## src/hdl/bbs_pkg.sv

```systemverilog
// ----------------------------------------------------------------------------
// bbs_pkg
// Shared types and constants for the BBS bit generator.
// ----------------------------------------------------------------------------
`timescale 1ns / 1ps

package bbs_pkg;

  localparam int DATA_W        = 64;
  localparam int ADDR_W        = 5;
  localparam int BITS_PER_BYTE = 8;

  localparam logic [7:0] ASCII_ZERO = 8'd48;

  // register index, taken from paddr[4:3]
  localparam logic [1:0] REG_MODULUS = 2'd0;
  localparam logic [1:0] REG_SEED    = 2'd1;
  localparam logic [1:0] REG_PACKED  = 2'd2;

  typedef enum logic {
    OP_SQUARE = 1'b0,
    OP_GCD    = 1'b1
  } unit_op_t;

  typedef struct packed {
    logic     start;
    unit_op_t op;
  } unit_req_t;

  typedef struct packed {
    logic done;
    logic is_one;
  } unit_rsp_t;

endpackage

```

## src/hdl/bbs_modunit.sv

```systemverilog
// ----------------------------------------------------------------------------
// bbs_modunit
// Iterative modular unit: v*v mod m by shift-and-add (with a restoring
// pre-reduction of v when v >= m), and a binary gcd. One bit or one
// subtract step per cycle.
// ----------------------------------------------------------------------------
`timescale 1ns / 1ps

module bbs_modunit #(
  parameter int W = 63
) (
  input  logic              clk,
  input  logic              rst_n,
  input  bbs_pkg::unit_req_t req,
  input  logic [W-1:0]      opa,
  input  logic [W-1:0]      opm,
  output bbs_pkg::unit_rsp_t rsp,
  output logic [W-1:0]      result
);

  localparam int CW = $clog2(W);

  typedef enum logic [3:0] {
    U_IDLE = 4'b0001,
    U_RED  = 4'b0010,
    U_MUL  = 4'b0100,
    U_GCD  = 4'b1000
  } ustate_t;

  ustate_t         ustate_r, ustate_nxt;
  logic [W-1:0]    a_r, a_nxt;
  logic [W-1:0]    b_r, b_nxt;
  logic [W-1:0]    acc_r, acc_nxt;
  logic [W-1:0]    bits_r, bits_nxt;
  logic [CW-1:0]   cnt_r, cnt_nxt;
  logic            done_r, done_nxt;

  logic [W:0]      rem_sh;
  logic [W-1:0]    rem_new;
  logic [W:0]      sum;
  logic [W-1:0]    sum_red;
  logic [W:0]      dbl;
  logic [W-1:0]    dbl_red;
  logic            a_gt_b;
  logic [W-1:0]    diff;

  always_comb begin
    rem_sh  = {acc_r, bits_r[W-1]};
    rem_new = (rem_sh >= {1'b0, b_r}) ? W'(rem_sh - {1'b0, b_r}) : rem_sh[W-1:0];
    sum     = {1'b0, acc_r} + {1'b0, a_r};
    sum_red = (sum >= {1'b0, b_r}) ? W'(sum - {1'b0, b_r}) : sum[W-1:0];
    dbl     = {a_r, 1'b0};
    dbl_red = (dbl >= {1'b0, b_r}) ? W'(dbl - {1'b0, b_r}) : dbl[W-1:0];
    a_gt_b  = (a_r > b_r);
    diff    = a_gt_b ? (a_r - b_r) : (b_r - a_r);
  end

  always_comb begin
    ustate_nxt = ustate_r;
    a_nxt      = a_r;
    b_nxt      = b_r;
    acc_nxt    = acc_r;
    bits_nxt   = bits_r;
    cnt_nxt    = cnt_r;
    done_nxt   = 1'b0;
    case (ustate_r)
      U_IDLE: begin
        if (req.start) begin
          b_nxt = opm;
          if (req.op == bbs_pkg::OP_GCD) begin
            a_nxt      = opa;
            ustate_nxt = U_GCD;
          end else if (opa >= opm) begin
            acc_nxt    = '0;
            bits_nxt   = opa;
            cnt_nxt    = CW'(W - 1);
            ustate_nxt = U_RED;
          end else begin
            a_nxt      = opa;
            bits_nxt   = opa;
            acc_nxt    = '0;
            ustate_nxt = U_MUL;
          end
        end
      end
      U_RED: begin
        acc_nxt  = rem_new;
        bits_nxt = {bits_r[W-2:0], 1'b0};
        cnt_nxt  = cnt_r - 1'b1;
        if (cnt_r == '0) begin
          a_nxt      = rem_new;
          bits_nxt   = rem_new;
          acc_nxt    = '0;
          ustate_nxt = U_MUL;
        end
      end
      U_MUL: begin
        if (bits_r == '0) begin
          done_nxt   = 1'b1;
          ustate_nxt = U_IDLE;
        end else begin
          if (bits_r[0]) begin
            acc_nxt = sum_red;
          end
          a_nxt    = dbl_red;
          bits_nxt = {1'b0, bits_r[W-1:1]};
        end
      end
      U_GCD: begin
        // gcd is known to be odd here, so factors of two drop freely
        if (!a_r[0]) begin
          a_nxt = {1'b0, a_r[W-1:1]};
        end else if (!b_r[0]) begin
          b_nxt = {1'b0, b_r[W-1:1]};
        end else if (a_r == b_r) begin
          acc_nxt    = a_r;
          done_nxt   = 1'b1;
          ustate_nxt = U_IDLE;
        end else if (a_gt_b) begin
          a_nxt = diff;
        end else begin
          b_nxt = diff;
        end
      end
      default: begin
        ustate_nxt = U_IDLE;
      end
    endcase
  end

  always_ff @(posedge clk) begin
    if (!rst_n) begin
      ustate_r <= U_IDLE;
      done_r   <= 1'b0;
    end else begin
      ustate_r <= ustate_nxt;
      done_r   <= done_nxt;
    end
    a_r    <= a_nxt;
    b_r    <= b_nxt;
    acc_r  <= acc_nxt;
    bits_r <= bits_nxt;
    cnt_r  <= cnt_nxt;
  end

  assign result     = acc_r;
  assign rsp.done   = done_r;
  assign rsp.is_one = (acc_r == W'(1));

endmodule

```

## src/hdl/bbs_bit_generator.sv

```systemverilog
// ----------------------------------------------------------------------------
// bbs_bit_generator
// Blum Blum Shub bit generator with APB-style register port.
// ----------------------------------------------------------------------------
// One request returns one byte: eight squarings packed MSB first, or one
// squaring as ASCII '0'/'1'. All arithmetic runs on a single shared
// modular unit, one shift/add step per cycle, and the input is stalled
// until the request is finished. A squaring first reduces the residue
// when it is not below the modulus, as after a modulus change. A restart
// or the first request after reset first checks the seed and, if it
// passes, runs a binary gcd of seed and modulus, in steps of one subtract
// or one halving each. A bad seed latches the error flag, and requests
// then return 0 until a good restart.
// Registers (64-bit data, 8-byte stride): 0 modulus, 1 seed, 2 packed_mode.
// ----------------------------------------------------------------------------
`timescale 1ns / 1ps

module bbs_bit_generator #(
  parameter int MOD_WIDTH = 63
) (
  input  logic                        clk,
  input  logic                        rst_n,
  input  logic                        in_valid,
  output logic                        in_stall,
  input  logic                        in_restart,
  output logic                        out_valid,
  input  logic                        out_stall,
  output logic [7:0]                  out_byte,
  output logic                        out_seed_error,
  input  logic                        psel,
  input  logic                        penable,
  input  logic                        pwrite,
  input  logic [bbs_pkg::ADDR_W-1:0]  paddr,
  input  logic [bbs_pkg::DATA_W-1:0]  pwdata,
  output logic [bbs_pkg::DATA_W-1:0]  prdata,
  output logic                        pready
);

  localparam int W = MOD_WIDTH;

  typedef enum logic [3:0] {
    S_IDLE = 4'b0001,
    S_GCD  = 4'b0010,
    S_SQ   = 4'b0100,
    S_DONE = 4'b1000
  } state_t;

  state_t        state_r, state_nxt;
  logic [W-1:0]  modulus_r, seed_r;
  logic          packed_r;
  logic [W-1:0]  residue_r, residue_nxt;
  logic          seeded_r, seeded_nxt;
  logic          err_r, err_nxt;
  logic [7:0]    byte_r, byte_nxt;
  logic [2:0]    left_r, left_nxt;
  logic          out_valid_r;
  logic [7:0]    out_byte_r;
  logic          out_err_r;

  bbs_pkg::unit_req_t ureq;
  bbs_pkg::unit_rsp_t ursp;
  logic [W-1:0]       uopa;
  logic [W-1:0]       uresult;

  logic          accept;
  logic          reseed;
  logic          seed_bad;
  logic          mod_small;
  logic [7:0]    shifted;
  logic          load_out;

  // ---------------- register port ----------------
  assign pready = 1'b1;

  always_ff @(posedge clk) begin
    if (!rst_n) begin
      modulus_r <= W'(3);
      seed_r    <= W'(1);
      packed_r  <= 1'b1;
    end else if (psel && penable && pwrite) begin
      case (paddr[4:3])
        bbs_pkg::REG_MODULUS: modulus_r <= pwdata[W-1:0];
        bbs_pkg::REG_SEED:    seed_r    <= pwdata[W-1:0];
        bbs_pkg::REG_PACKED:  packed_r  <= pwdata[0];
        default: ;
      endcase
    end
  end

  always_comb begin
    case (paddr[4:3])
      bbs_pkg::REG_MODULUS: prdata = bbs_pkg::DATA_W'(modulus_r);
      bbs_pkg::REG_SEED:    prdata = bbs_pkg::DATA_W'(seed_r);
      bbs_pkg::REG_PACKED:  prdata = bbs_pkg::DATA_W'(packed_r);
      default:              prdata = '0;
    endcase
  end

  // ---------------- sequencer ----------------
  assign in_stall  = (state_r != S_IDLE);
  assign accept    = in_valid && !in_stall;
  assign reseed    = in_restart || !seeded_r;
  assign mod_small = (modulus_r < W'(2));
  // both even means gcd > 1; the gcd unit relies on this being weeded out
  assign seed_bad  = mod_small || (seed_r == '0) || (seed_r >= modulus_r) ||
                     (!seed_r[0] && !modulus_r[0]);
  assign shifted   = {byte_r[6:0], uresult[0]};
  assign load_out  = (state_r == S_DONE) && (!out_valid_r || !out_stall);

  // unit operand: fresh result while chaining, stored residue for a new request, seed for the gcd and after a good gcd
  always_comb begin
    if (state_r == S_SQ) begin
      uopa = uresult;
    end else if (state_r == S_IDLE && ureq.op == bbs_pkg::OP_SQUARE) begin
      uopa = residue_r;
    end else begin
      uopa = seed_r;
    end
  end

  always_comb begin
    state_nxt   = state_r;
    residue_nxt = residue_r;
    seeded_nxt  = seeded_r;
    err_nxt     = err_r;
    byte_nxt    = byte_r;
    left_nxt    = left_r;
    ureq.start  = 1'b0;
    ureq.op     = bbs_pkg::OP_SQUARE;
    case (state_r)
      S_IDLE: begin
        if (accept) begin
          if (reseed) begin
            seeded_nxt = 1'b1;
            if (seed_bad) begin
              err_nxt   = 1'b1;
              byte_nxt  = '0;
              state_nxt = S_DONE;
            end else begin
              ureq.start = 1'b1;
              ureq.op    = bbs_pkg::OP_GCD;
              state_nxt  = S_GCD;
            end
          end else if (err_r || mod_small) begin
            err_nxt   = 1'b1;
            byte_nxt  = '0;
            state_nxt = S_DONE;
          end else begin
            ureq.start = 1'b1;
            byte_nxt   = '0;
            left_nxt   = packed_r ? 3'(bbs_pkg::BITS_PER_BYTE - 1) : 3'd0;
            state_nxt  = S_SQ;
          end
        end
      end
      S_GCD: begin
        if (ursp.done) begin
          if (ursp.is_one) begin
            err_nxt     = 1'b0;
            residue_nxt = seed_r;
            ureq.start  = 1'b1;
            byte_nxt    = '0;
            left_nxt    = packed_r ? 3'(bbs_pkg::BITS_PER_BYTE - 1) : 3'd0;
            state_nxt   = S_SQ;
          end else begin
            err_nxt   = 1'b1;
            byte_nxt  = '0;
            state_nxt = S_DONE;
          end
        end
      end
      S_SQ: begin
        if (ursp.done) begin
          residue_nxt = uresult;
          if (left_r == '0) begin
            byte_nxt  = packed_r ? shifted
                                 : bbs_pkg::ASCII_ZERO + {7'd0, uresult[0]};
            state_nxt = S_DONE;
          end else begin
            byte_nxt   = shifted;
            left_nxt   = left_r - 1'b1;
            ureq.start = 1'b1;
          end
        end
      end
      S_DONE: begin
        if (load_out) begin
          state_nxt = S_IDLE;
        end
      end
      default: begin
        state_nxt = S_IDLE;
      end
    endcase
  end

  always_ff @(posedge clk) begin
    if (!rst_n) begin
      state_r     <= S_IDLE;
      residue_r   <= '0;
      seeded_r    <= 1'b0;
      err_r       <= 1'b0;
      out_valid_r <= 1'b0;
    end else begin
      state_r   <= state_nxt;
      residue_r <= residue_nxt;
      seeded_r  <= seeded_nxt;
      err_r     <= err_nxt;
      if (load_out) begin
        out_valid_r <= 1'b1;
      end else if (!out_stall) begin
        out_valid_r <= 1'b0;
      end
    end
    byte_r <= byte_nxt;
    left_r <= left_nxt;
    if (load_out) begin
      out_byte_r <= byte_r;
      out_err_r  <= err_r;
    end
  end

  assign out_valid      = out_valid_r;
  assign out_byte       = out_byte_r;
  assign out_seed_error = out_err_r;

  bbs_modunit #(
    .W (W)
  ) u_modunit (
    .clk    (clk),
    .rst_n  (rst_n),
    .req    (ureq),
    .opa    (uopa),
    .opm    (modulus_r),
    .rsp    (ursp),
    .result (uresult)
  );

endmodule

```

## config.mk

```make
export PLATFORM = sky130hd
export DESIGN_NAME = bbs_bit_generator
export DESIGN_NICKNAME = d
export VERILOG_FILES = /design/src/hdl/bbs_pkg.sv /design/src/hdl/bbs_modunit.sv /design/src/hdl/bbs_bit_generator.sv
export SDC_FILE = /design/constraint.sdc
export NUM_CORES = 2
export LEC_CHECK = 0
export BUFFER_PORTS_ARGS = -buffer_cell sky130_fd_sc_hd__buf_2
export CAP_MARGIN = 25
export CORE_ASPECT_RATIO = 0.6
export CORE_MARGIN = 4
export CORE_UTILIZATION = 60
export DETAILED_ROUTE_END_ITERATION = 8
export HOLD_SLACK_MARGIN = 0.05
export PLACE_DENSITY = 0.86
export SYNTH_ARGS = -nofsm -noshare
export SYNTH_HDL_FRONTEND = slang
export SYNTH_SLANG_ARGS = --single-unit
```

## constraint.sdc

```tcl
create_clock -name clk -period 9.4 [get_ports clk]
set_input_delay 0.94 -clock clk [delete_from_list [all_inputs] [get_ports clk]]
set_output_delay 0.94 -clock clk [all_outputs]
set_load 0.05 [all_outputs]
```

Word-level counts from Yosys, hierarchy flattened
Cells that the tools add are included.

word-level totals
  ROM bits = 0
  output and inout port bits = 76
  logic and storage cells = 232
  latch bits = 0
  register bits after elaboration = 480
  bits in writable memories = 0
  input port bits = 77
  memories = 0

cells by class
  multipliers = 0
  multiplexer cells = 106
  reduce and logical (&&, ||, !) cells = 47
  shifts and indexed selects = 0
  divide/modulo/power cells = 0
  eq/ne operators = 41
  $add $sub $neg = 9
  bitwise operators = 1
  magnitude comparators = 7

operator list
  kind                                                         count
  two-way mux 63 bit                                           35
  one-hot mux 63 bit (4 select lines)                          2
  one-hot mux 63 bit (3 select lines)                          2
  subtractor 63 bit                                            5
  one-hot mux 63 bit (2 select lines)                          2
  greater-or-equal comparator 64 x 63 -> 1 bit                 3
  greater-or-equal comparator 63 bit                           2
  zero test 63 bit                                             2
  adder 63 x 63 -> 64 bit                                      1
  two-way mux 4 bit                                            16
  equality test 63 x 1 -> 1 bit, second input constant         1
  equality test 63 bit                                         1
  greater-than comparator 63 bit                               1
  less-than comparator 63 x 2 -> 1 bit, second input constant  1
  two-way mux 8 bit                                            7
  one-hot mux 4 bit (4 select lines)                           2
  two-way mux 3 bit                                            9
  inequality test 2 x 1 -> 1 bit, second input constant        13
  AND reduction 5 bit                                          5
  one-hot mux 8 bit (3 select lines)                           1
  AND reduction 8 bit                                          3
  inequality test 3 bit, second input constant                 7
  two-way mux 1 bit                                            20
  two-way mux 6 bit                                            3
  31 further kinds                                             67

Longest topological paths before layout
  depth after elaboration = 17
  gate-level depth with buffers = 28
  mapped depth without buffers = 26

Hierarchy
Synthesis repeated with hierarchy kept, for this count alone.

second synthesis, totals
  cells, all modules = 6614
  area, all modules = 51780.9 um2

modules (own cells, without submodules)
  module             area an instance (um2)  instances  cells an instance
  bbs_modunit        39346.5                 1          5126
  bbs_bit_generator  12434.4                 1          1488

Least setup slack after synthesis
No wires, ideal clock.

  path kind = reg-to-reg
  from = register modulus_r[4]
  to = register u_modunit.a_r[10], enable pin
  cell stages (with the launch flop) = 28
  setup slack = 2.347 ns
  library setup time = 0.431 ns
  data arrival time = 6.622 ns
  required time = 8.969 ns
  cell sequence = dfxtp_1 > inv_1 > ha_1 > a211oi_1 > nor2_1 > o31ai_1 > a41oi_1 > nor4_1 > o41ai_1 > a31oi_1 > a21oi_1 > buf_2 > buf_2 > mux2i_1 > o21ai_0 > ha_1 > a21o_1 > a21o_1 > a21o_1 > a211oi_1 > o21ai_0 > or4_1 > a41oi_1 > o211a_1 > nand2b_1 > a21oi_1 > nor2_1 > o31a_1

between the ends
  longest elaborated chain between the ends = 15
  elaborated cells between the ends (all ways) = 21
  those cells by class = 3 x order compare; 2 x eq/ne; 9 x mux; 1 x bitwise; 6 x reduce/logical

ends and longest elaborated chain
  what                                  line                      source
  from (decl)                           bbs_bit_generator.sv:49   logic [W-1:0] modulus_r, seed_r;
  from (signal assigned)                bbs_bit_generator.sv:82   bbs_pkg::REG_MODULUS: modulus_r <= pwdata[W-1:0];
  less-than comparator 63 x 2 -> 1 bit  bbs_bit_generator.sv:103  assign mod_small = (modulus_r < W'(2));
  logical OR 1 bit (3 in a row)         bbs_bit_generator.sv:105  assign seed_bad = mod_small || (seed_r == '0) || (seed_r >= modulus_r) ||
  two-way mux 2 bit                     bbs_bit_generator.sv:135  if (seed_bad) begin
  two-way mux 1 bit                     bbs_bit_generator.sv:133  if (reseed) begin
  two-way mux 2 bit                     bbs_bit_generator.sv:132  if (accept) begin
  two-way mux 1 bit                     bbs_bit_generator.sv:130  case (state_r)
  inverter 1 bit                        bbs_bit_generator.sv:114  end else if (state_r == S_IDLE && ureq.op == bbs_pkg::OP_SQUARE) begin
  logical AND 1 bit                     bbs_bit_generator.sv:114
  two-way mux 63 bit                    bbs_bit_generator.sv:114
  two-way mux 63 bit                    bbs_bit_generator.sv:112  if (state_r == S_SQ) begin
  greater-or-equal comparator 63 bit    bbs_modunit.sv:73         end else if (opa >= opm) begin
  inequality test 3 bit (no line)       -
  AND reduction 8 bit (no line) (*)     -
  to (signal assigned)                  bbs_modunit.sv:139        a_r <= a_nxt;
  to (decl)                             bbs_modunit.sv:31         logic [W-1:0] a_r, a_nxt;

Mark *: on every way between the ends. The rest lies on a longest branch, timed or not.
A chain may end at the register's enable or synchronous reset.

Worst setup path after layout
  from = register modulus_r[6]
  to = register u_modunit.a_r[4], enable pin

The elaborated chain is that of the path after synthesis.

==> out/qor.txt <==
first-pass detailed-route iteration total = 9
# hold bufs at CTS = 0
largest net degree at the start of global routing = 106
final setup violation count = 0
Inst Count DP = 7634
Slew headroom = 15.75%
Global Route Usage Sum = 45.80%
Post-Syn Nets = 7277
IO Port Bufs = 146
DRT Wirelength = 221100 um
via count = 55904
# IOs = 153
setup TNS = 0 ns
worst slew pin tran = 1.255 ns
CP arrival = 9.64 ns
Initial Utilization = 61.18%
post-route setup slack = 0.05637 ns
CTS tree = done
Clk Tree Root Cell = clkbuf_16
Rows = 82
Post-synth EDFFs = 278
Area growth, synth to finish = 5.987%
clk buf depth = 3
HP Class = reg -> reg
Die H = 235.1 um
H-tree depth = 2
Avg WL per Cell = 28.54 um
leading post-synthesis cells by cell area = edfxtp_1 (16%), ha_1 (12%), dfxtp_1 (7.8%)
Remaining DRCs = 23
RSZ-0062 raised after global routing = false
initial antenna violation count = 9
Hold Crit Depth = 0
register area = 0.01239 mm^2
final hold violations = 0
r2r worst-path depth = 28
Worst Skew = 0.02791 ns
clk slew on worst S/H paths = 0.07 ns
slowest CP cell = o41ai_2
vias in the first global route = 50563
layout cells sized above 1 = 6.618%
Final period util = 99.40%
clk sink count = 480
total congestion overflow = 0
async set or reset register ratio after synthesis = 0%
kind of critical path = reg -> reg
Netlist cell types = 101
failing checks = design-rule violations
post-route insts no fill = 7747
violation count after the first detailed-route iteration = 9425
synthesized area = 0.05160 mm^2
Synth Instances = 6687
core area = 0.08434 mm^2
post-synthesis sequential area ratio = 24.02%
crit-path max FO = 62
fin crit period = 9.344 ns
Yosys top cell area share = 16.18%
Die Span X = 386.6 um
Seq cells post-synth = 480
post-DP HPWL = 173900 um
cell type with the largest total area after synthesis = edfxtp_1
nets = 7153
gpl congestion = 1.080
Setup Fix Bufs, Post-CTS = 0
vias per cell = 7.216
Placement Cell Area = 0.05292 mm^2
startpoint types = flop
dpl ws = -0.2874 ns
status = finished with violations
CP required = 9.70 ns
f_max = 107.0 MHz
final max-slew violation count = 0
crit end category = flop
cell area after layout = 0.05468 mm^2
first-pass GRT wire length = 322000 um
area of the multi-input gates = 0.03659 mm^2
syn avg cell area = 7.716 um^2
FILL cells = 7201
Syn. warnings = 0
cell mode on critical path = a21o_1
Skew-Pair Late Insertion Delay = 0.67 ns
TritonCTS Buffers = 50
crit-path max cell delay = 0.66 ns
Max-cap violations = 0
DIE AREA = 0.09090 mm^2
main flop type after synthesis = edfxtp_1
antenna viol nets, final = 0
[registers in the layout (all words and copies together), names as in the netlist, 6 cells and up]
register          cells
out_byte              8
residue_r            63
u_modunit.a_r        63
u_modunit.result     63
u_modunit.b_r        63
u_modunit.bits_r     63
seed_r               63
byte_r                8
u_modunit.cnt_r       6
modulus_r            63
[kinds of logic (layout without fill, tap and decap cells)]
logic type,count (synthesis),count (layout),share of synthesized area [%]
fa+ha+maj,513,513,12.53
compound gates,2365,2366,30.57
simple gates,2088,2088,18.21
flops,480,480,24.02
buf+inv,721,636,5.466
other cells,2,12,0.01456
xor+xnor,356,356,6.043
mux,162,162,3.155
[cell type report]
cell class                      count  area share (%)
Multi-Input combinational cell   5487           66.91
Sequential cell                   480           22.66
Timing Repair Buffer              243           2.714
Clock buffer                       68           2.615
Tap cell                         1134           2.595
Inverter                          301           2.066
Clock inverter                     24          0.3935
Antenna cell                       10         0.04576
[stage by stage]
stage                     hold WS (ns)  util [%]
after detailed placement        0.4045     62.75
final                           0.3952     64.84
after CTS                       0.4018     64.73
after global placement          0.4059     62.70
after floorplan                 0.4003         -
after global routing            0.4085     64.82
[worst max-delay path, delay by kind of cell (launching register included)]
family          cells  cell delay (ns)
compound gates     15             4.78
simple gates        6             1.71
buf+inv             4             0.98
fa+ha+maj           2             0.70
flops               1             0.56
mux                 1             0.15
[metal layers]
metal | GRT usage [%] | vias to the layer above | part of all wire [%]
met5 | 2.234 | - | 0.12
met4 | 29.49 | 8 | 8.0
met3 | 14.08 | 867 | 14
met2 | 65.25 | 4286 | 40
met1 | 59.80 | 26178 | 38
li1 | - | 24565 | -
[cell usage after synthesis, types with 14 or more instances]
cell,count
inv_1,300
clkbuf_1,347
a31oi_1,72
dfxtp_1,202
a21boi_0,141
a21oi_1,672
o22a_1,14
a311oi_1,26
a211oi_1,74
o211ai_1,41
o21bai_1,82
buf_1,18
or3_1,28
xnor2_1,235
edfxtp_1,278
o211a_1,66
o22ai_1,25
and2_1,26
nor4_1,84
a221oi_1,88
o21ai_1,20
nand2_1,807
a22oi_1,66
xor2_1,121
o31a_1,19
o31ai_1,28
a211o_1,14
a221o_1,86
a21o_1,226
nand4_1,133
or2_2,17
o221ai_1,30
and3_1,51
mux2i_1,157
ha_1,507
buf_2,43
o21a_1,48
nand3_1,136
nand2b_1,35
o21ai_0,427
nor2_1,567
nor2b_1,48
nor3_1,115
[placed cells by master, fill, tap and decap left out, types with 20 or more instances in the layout]
cell	instances
nor2_1	562
o221ai_1	30
nand4_1	133
nor2b_1	47
a21boi_0	140
o211a_1	66
a21o_1	226
xor2_1	121
a221o_1	86
a211oi_1	74
inv_1	300
nor4_1	79
o211ai_1	41
or3_1	23
nor3_1	110
nand2_1	806
a22oi_1	66
buf_4	88
and2_1	26
buf_2	148
o22ai_1	25
clkbuf_16	51
o21bai_1	82
dfxtp_1	201
nand2b_1	35
a221oi_1	88
o21ai_0	427
a21oi_1	670
o21a_1	47
xnor2_1	235
mux2i_1	157
a311oi_1	26
edfxtp_1	278
a31oi_1	72
ha_1	507
and3_1	50
o31ai_1	28
o21ai_1	20
nand3_1	136
[timing repair]
item,4_1_cts,5_1_grt
pin swaps,1,0
gates resized for setup,2,1
endpoints found under the setup margin,62,62
gates cloned,1,0
[final timing paths]
check	startpoint	endpoint	slack (ns)
hold reg to reg	byte_r[7]	out_byte[7]	0.40
hold / removal	byte_r[7]	out_byte[7]	0.40
setup / recovery	modulus_r[6]	u_modunit.a_r[4]	0.06
setup reg to reg	modulus_r[6]	u_modunit.a_r[4]	0.06
Power is left out: the tool's default activity adds up to more than one toggle a clock period on the data nets, which glitch-free logic cannot reach.
